`config.mk`:
```
export PLATFORM = sky130hd
export DESIGN_NAME = gsec_pass
export DESIGN_NICKNAME = d
export VERILOG_FILES = /design/src/design/gsec_pkg.sv /design/src/design/gsec_div_cell.sv /design/src/design/gsec_pass.sv
export SDC_FILE = /design/constraint.sdc
export NUM_CORES = 2
export LEC_CHECK = 0
export BUFFER_PORTS_ARGS = -buffer_cell sky130_fd_sc_hd__buf_4
export CORE_MARGIN = 4
export CORE_UTILIZATION = 45
export CTS_BUF_LIST = sky130_fd_sc_hd__clkbuf_16
export CTS_CLUSTER_DIAMETER = 80
export DETAILED_ROUTE_END_ITERATION = 6
export PLACE_DENSITY_LB_ADDON = 0.08
export SLEW_MARGIN = 20
export SYNTH_ARGS = -nofsm -noshare
export SYNTH_HDL_FRONTEND = slang
export SYNTH_HIERARCHICAL = 1
export SYNTH_SLANG_ARGS = --single-unit
```
`constraint.sdc`:
```
create_clock -name clk -period 10.2 [get_ports clk]
set_input_delay 0.51 -clock clk [delete_from_list [all_inputs] [get_ports clk]]
set_output_delay 0.51 -clock clk [all_outputs]
set_load 0.03 [all_outputs]
```
`src/design/gsec_pkg.sv`:
```
// shared constants, types and helpers for the grid segment endpoint clip unit
`timescale 1ns / 1ps
`default_nettype none
package gsec_pkg;

	localparam int COORD_BITS = 16;
	localparam int DIM_W      = 15;
	localparam int PROD_W     = 2 * COORD_BITS;
	localparam logic [COORD_BITS-1:0] COORD_MAX = {1'b0, {(COORD_BITS-1){1'b1}}};
	localparam logic [DIM_W-1:0] DIM_RESET = DIM_W'(1024);

	typedef enum logic [0:0] {
		REG_GRID_WIDTH  = 1'b0,
		REG_GRID_HEIGHT = 1'b1
	} reg_idx_t;

	// one interpolation in flight through the divider chain
	typedef struct packed {
		logic signed [COORD_BITS-1:0] a0;
		logic signed [COORD_BITS-1:0] b0;
		logic signed [COORD_BITS-1:0] a_new;
		logic signed [COORD_BITS-1:0] b_cur;
		logic                         act;
		logic                         neg;
		logic [PROD_W-1:0]            dvd;
		logic [PROD_W-1:0]            quot;
		logic [COORD_BITS:0]          rem;
		logic [COORD_BITS-1:0]        den;
	} job_t;

	// clamp limit from a grid size: zero acts as one, capped to the coordinate range
	function automatic logic [COORD_BITS-1:0] lim_of(input logic [DIM_W-1:0] size);
		logic [DIM_W-1:0] sm1;
		logic [64:0]      wide;
		sm1  = (size == '0) ? '0 : size - DIM_W'(1);
		wide = 65'(sm1);
		if (wide > 65'(COORD_MAX))
			return COORD_MAX;
		return COORD_BITS'(wide);
	endfunction

endpackage
`default_nettype wire

```
`src/design/gsec_div_cell.sv`:
```
// one restoring divider cell: produces one quotient bit per cycle while en is high
`timescale 1ns / 1ps
`default_nettype none
module gsec_div_cell (
	input  wire logic          clk,
	input  wire logic          arst_n,
	input  wire logic          en,
	input  wire logic          in_valid,
	input  wire gsec_pkg::job_t in_job,
	output logic               out_valid,
	output gsec_pkg::job_t     out_job
);
	localparam int W = gsec_pkg::COORD_BITS;

	logic [W:0]     r2;
	logic           ge;
	gsec_pkg::job_t nxt;

	always_comb begin
		r2  = {in_job.rem[W-1:0], in_job.dvd[gsec_pkg::PROD_W-1]};
		ge  = r2 >= {1'b0, in_job.den};
		nxt = in_job;
		nxt.rem  = ge ? (r2 - {1'b0, in_job.den}) : r2;
		nxt.dvd  = {in_job.dvd[gsec_pkg::PROD_W-2:0], 1'b0};
		nxt.quot = {in_job.quot[gsec_pkg::PROD_W-2:0], ge};
	end

	always_ff @(posedge clk or negedge arst_n) begin
		if (!arst_n) begin
			out_valid <= 1'b0;
		end else if (en) begin
			out_valid <= in_valid;
		end
	end

	always_ff @(posedge clk) begin
		if (en) begin
			out_job <= nxt;
		end
	end
endmodule
`default_nettype wire

```
`src/design/gsec_pass.sv`:
```
// one clamp pass: clamp axis a, interpolate axis b through a chain of divider cells
`timescale 1ns / 1ps
`default_nettype none
module gsec_pass (
	input  wire logic                                   clk,
	input  wire logic                                   arst_n,
	input  wire logic                                   en,
	input  wire logic                                   in_valid,
	input  wire logic signed [gsec_pkg::COORD_BITS-1:0] a0,
	input  wire logic signed [gsec_pkg::COORD_BITS-1:0] b0,
	input  wire logic signed [gsec_pkg::COORD_BITS-1:0] a1,
	input  wire logic signed [gsec_pkg::COORD_BITS-1:0] b1,
	input  wire logic        [gsec_pkg::COORD_BITS-1:0] lim,
	output logic                                        out_valid,
	output logic signed      [gsec_pkg::COORD_BITS-1:0] a0_out,
	output logic signed      [gsec_pkg::COORD_BITS-1:0] b0_out,
	output logic signed      [gsec_pkg::COORD_BITS-1:0] a_out,
	output logic signed      [gsec_pkg::COORD_BITS-1:0] b_out
);
	localparam int W  = gsec_pkg::COORD_BITS;
	localparam int PW = gsec_pkg::PROD_W;
	localparam int NC = PW;

	logic                  outside;
	logic signed [W-1:0]   c;
	logic signed [W:0]     den_d, num_d, oth_d;
	logic [W-1:0]          den_m, num_m, oth_m;
	gsec_pkg::job_t        job_s1;
	logic                  valid_s1;

	always_comb begin
		outside = a1[W-1] || ($unsigned(a1) > lim);
		c       = a1[W-1] ? '0 : $signed(lim);
		den_d   = (W+1)'(a1) - (W+1)'(a0);
		num_d   = (W+1)'(c) - (W+1)'(a0);
		oth_d   = (W+1)'(b1) - (W+1)'(b0);
		den_m   = W'(den_d[W] ? -den_d : den_d);
		num_m   = W'(num_d[W] ? -num_d : num_d);
		oth_m   = W'(oth_d[W] ? -oth_d : oth_d);
	end

	always_ff @(posedge clk or negedge arst_n) begin
		if (!arst_n) begin
			valid_s1 <= 1'b0;
		end else if (en) begin
			valid_s1 <= in_valid;
		end
	end

	always_ff @(posedge clk) begin
		if (en) begin
			job_s1.a0    <= a0;
			job_s1.b0    <= b0;
			job_s1.a_new <= outside ? c : a1;
			job_s1.b_cur <= b1;
			job_s1.act   <= outside && (den_d != '0);
			job_s1.neg   <= num_d[W] ^ oth_d[W] ^ den_d[W];
			job_s1.dvd   <= PW'(num_m) * PW'(oth_m);
			job_s1.quot  <= '0;
			job_s1.rem   <= '0;
			job_s1.den   <= den_m;
		end
	end

	gsec_pkg::job_t chain_job [NC+1];
	logic           chain_vld [NC+1];

	assign chain_job[0] = job_s1;
	assign chain_vld[0] = valid_s1;

	for (genvar i = 0; i < NC; i++) begin : g_cell
		gsec_div_cell u_cell (
			.clk      (clk),
			.arst_n   (arst_n),
			.en       (en),
			.in_valid (chain_vld[i]),
			.in_job   (chain_job[i]),
			.out_valid(chain_vld[i+1]),
			.out_job  (chain_job[i+1])
		);
	end

	// round half away from zero, apply sign, saturate
	gsec_pkg::job_t       fj;
	logic                 rnd;
	logic [PW:0]          qr;
	logic signed [PW+2:0] sum;
	logic signed [W-1:0]  sat;

	always_comb begin
		fj  = chain_job[NC];
		rnd = (fj.rem != '0) && ({fj.rem, 1'b0} >= (W+2)'(fj.den));
		qr  = (PW+1)'(fj.quot) + (PW+1)'(rnd);
		sum = fj.neg ? ((PW+3)'(fj.b0) - $signed((PW+3)'(qr)))
		             : ((PW+3)'(fj.b0) + $signed((PW+3)'(qr)));
		if (sum > $signed((PW+3)'(gsec_pkg::COORD_MAX)))
			sat = $signed(gsec_pkg::COORD_MAX);
		else if (sum < -$signed((PW+3)'(gsec_pkg::COORD_MAX)) - 1)
			sat = $signed(~gsec_pkg::COORD_MAX);
		else
			sat = W'(sum);
	end

	always_ff @(posedge clk or negedge arst_n) begin
		if (!arst_n) begin
			out_valid <= 1'b0;
		end else if (en) begin
			out_valid <= chain_vld[NC];
		end
	end

	always_ff @(posedge clk) begin
		if (en) begin
			a0_out <= fj.a0;
			b0_out <= fj.b0;
			a_out  <= fj.a_new;
			b_out  <= fj.act ? sat : fj.b_cur;
		end
	end
endmodule
`default_nettype wire

```
==> flow_summary.yaml <==
setup_path:
  worst_setup_path_start_kind: "input port"
  crit_slowest_cell: "fa_1"
  r2r_slack_ns: 1.00
  critPathMaxFanout: 9
  crit_start: "a1[15]"
  rr_endpoint: "b_out[12]"
  worstReg2RegStart: "g_cell[31].u_cell/out_job[16]"
  worst_ep_required_time_ns: 10.89
  reg2regPathDepth: 40
  endpoint: "chain_job[5311]"
  cp-end-kind: "flip-flop"
  crit_arrival_ns: 10.43
  critical_path_class: "in -> reg"
  slowest_delay_ns: 0.60
floorplanning:
  fp.dieW_um: 644
  fp-row-count: 233
  core_area_sq_mm: 0.403
  die_y_um: 644
  num_io_pins: 149
  die_area_sq_mm: 0.415
  initial_core_util_pct: 45.2
route:
  wl_met1_um: 146000
  route.met3.wl_um: 9910
  routed_wirelength_um: 356000
  firstDrtPassIters: 5
  drc: 0
  ant_nets: 0
  highest_layer: "met5"
  route.vias.total: 88100
  via_per_inst: 5.01
  wl_per_cell_um: 20.2
  wl_met2_um: 184000
  drtIter0Drc: 5570
cells_and_area:
  fin_nets: 12800
  synthToLayoutAreaGrowth_pct: 13.4
  final_util_pct: 51.2
  drive_gt1_share_pct: 15.3
  finalNonFillerCells: 17600
  num-fill-cells: 33100
placed_design:
  gp_congestion: 0.857
  numPortBuffers: 148
  hpwl_um: 252000
  dp_cells: 16700
yosys:
  synth_cells: 11000
  synth.cell_area_sq_mm: 0.182
  yosysWarnings: 6
  synth.avg_cell_area_sq_um: 16.6
sta:
  relSlewSlack_pct: 24.0
  fin_crit_sh_pct: 95.5
  max_freq_mhz: 103
  hold_violations: 0
  setup_viol: 0
  whs_ns: 0.126
  tns_ns: 0
  slew_viol_final: 0
  skew_ns: 0.0571
  rsz0062_at_grt: "no"
  tightestPinTransition_ns: 1.14
  layout_min_cycle_time_ns: 9.74
status:
  outcome: "complete, no violations"
clock_network:
  clk_pin_slew_ns: 0.06
  h-tree-depth: 5
  clk_path_buf_depth: 4
  cts_root_buf: "clkbuf_16"
  clock_latency_ns: 0.98
  cts_tree: "yes"
  cts_made_buffers: 448
  clkSinkCount: 4373
min_path:
  hold_class: "in -> reg"
grt:
  grt_usage_pct: 17.0
  antenna_found_initial: 10
  grt_remaining_overflow: 0
  grt_pass1_vias: 92500
  grt_start_max_net_pins: 192
  grt_pass1_wl_um: 551000
run:
  maxCapViolations: 0
## stage by stage
step / area [sq um] / worst slack [ns]
final: 207000 / 0.458
after global routing: 207000 / 0.0230
after CTS: 207000 / 0.364
after detailed placement: 191000 / -0.105
after global placement: 191000 / -0.0699
after floorplan: 182000 / 0.0431
## layout make-up
type,count,area (sq um),share of cell area [%]
clock buffer,448,11200,5.43
inverter,1014,3810,1.84
timing repair buffer,452,3890,1.88
tap,5405,6760,3.27
sequential,4373,131000,63.5
multi-input combinational,5510,46400,22.5
clock inverter,384,3340,1.62
antenna,11,27.5,0.0133
## worst min-delay path by stage
stage                                     end  slack, ns                            from  cells after the start
6_report                      chain_job[5340]       0.13                           a1[9]                      3
5_1_grt                       chain_job[5340]       0.06                           a1[9]                      3
4_1_cts                       chain_job[5340]       0.01                           a1[9]                      3
3_5_place_dp                         a_out[9]       0.40  g_cell[31].u_cell/out_job[124]                      0
3_3_place_gp   g_cell[30].u_cell/out_job[151]       0.40  g_cell[29].u_cell/out_job[151]                      0
2_1_floorplan      g_cell[0].u_cell/out_valid       0.21                          arst_n                      0
## state kept, by name, summed over array words and instances (netlist names)
register / cells
g_cell.u_cell/out_valid: 32
b0_out: 16
b_out: 16
a_out: 16
out_valid: 1
g_cell.u_cell/out_job: 4161
valid_s1: 1
a0_out: 16
chain_job: 114
## worst max-delay path, delay by kind of cell
| kind | cells | cell delay [ns] |
|---|---|---|
| AO/OA/AOI/OAI | 13 | 2.53 |
| adder cells (fa/ha/maj) | 9 | 3.86 |
| XOR/XNOR | 2 | 0.34 |
| AND/OR/NAND/NOR | 7 | 1.27 |
| buffers and inverters | 13 | 1.86 |
## routing by layer
layer / track usage [%] / vias up
met2: 30.4 / 1363
met3: 1.89 / 627
met4: 7.10 / 4
met5: 0 / -
met1: 20.9 / 43400
li1: - / 42700
## cells in the final DEF, fill, tap and decap left out, types with 40 or more instances in the layout
master	n
xnor2_1	392
o21ai_0	224
nand3_1	93
clkinv_1	105
mux2_2	298
nor3_1	95
a21oi_1	466
mux2i_1	53
a31oi_1	87
edfxtp_1	4339
dlygate4sd3_1	66
nor2_1	522
inv_1	1105
xor2_1	232
nand2b_1	53
buf_4	361
a21o_1	155
a21o_2	80
bufinv_16	40
mux2_4	192
ha_1	736
o2bb2ai_1	40
clkbuf_16	448
o21a_1	130
and2_1	55
and3_2	40
nand2_1	509
fa_1	230
a21oi_4	40
clkinv_2	75
nand4_1	91
nor2b_1	60
## repair_timing
item                                   in CTS  in global routing
setup endpoints to repair                   0                  4
hold buffers                               67                  0
resized for setup                           0                  9
endpoints found under the hold margin      94                  0
setup buffers                               0                  1
Power is not shown: default switching activity piles up to over one toggle a cycle in this logic, so the estimate is an artifact.
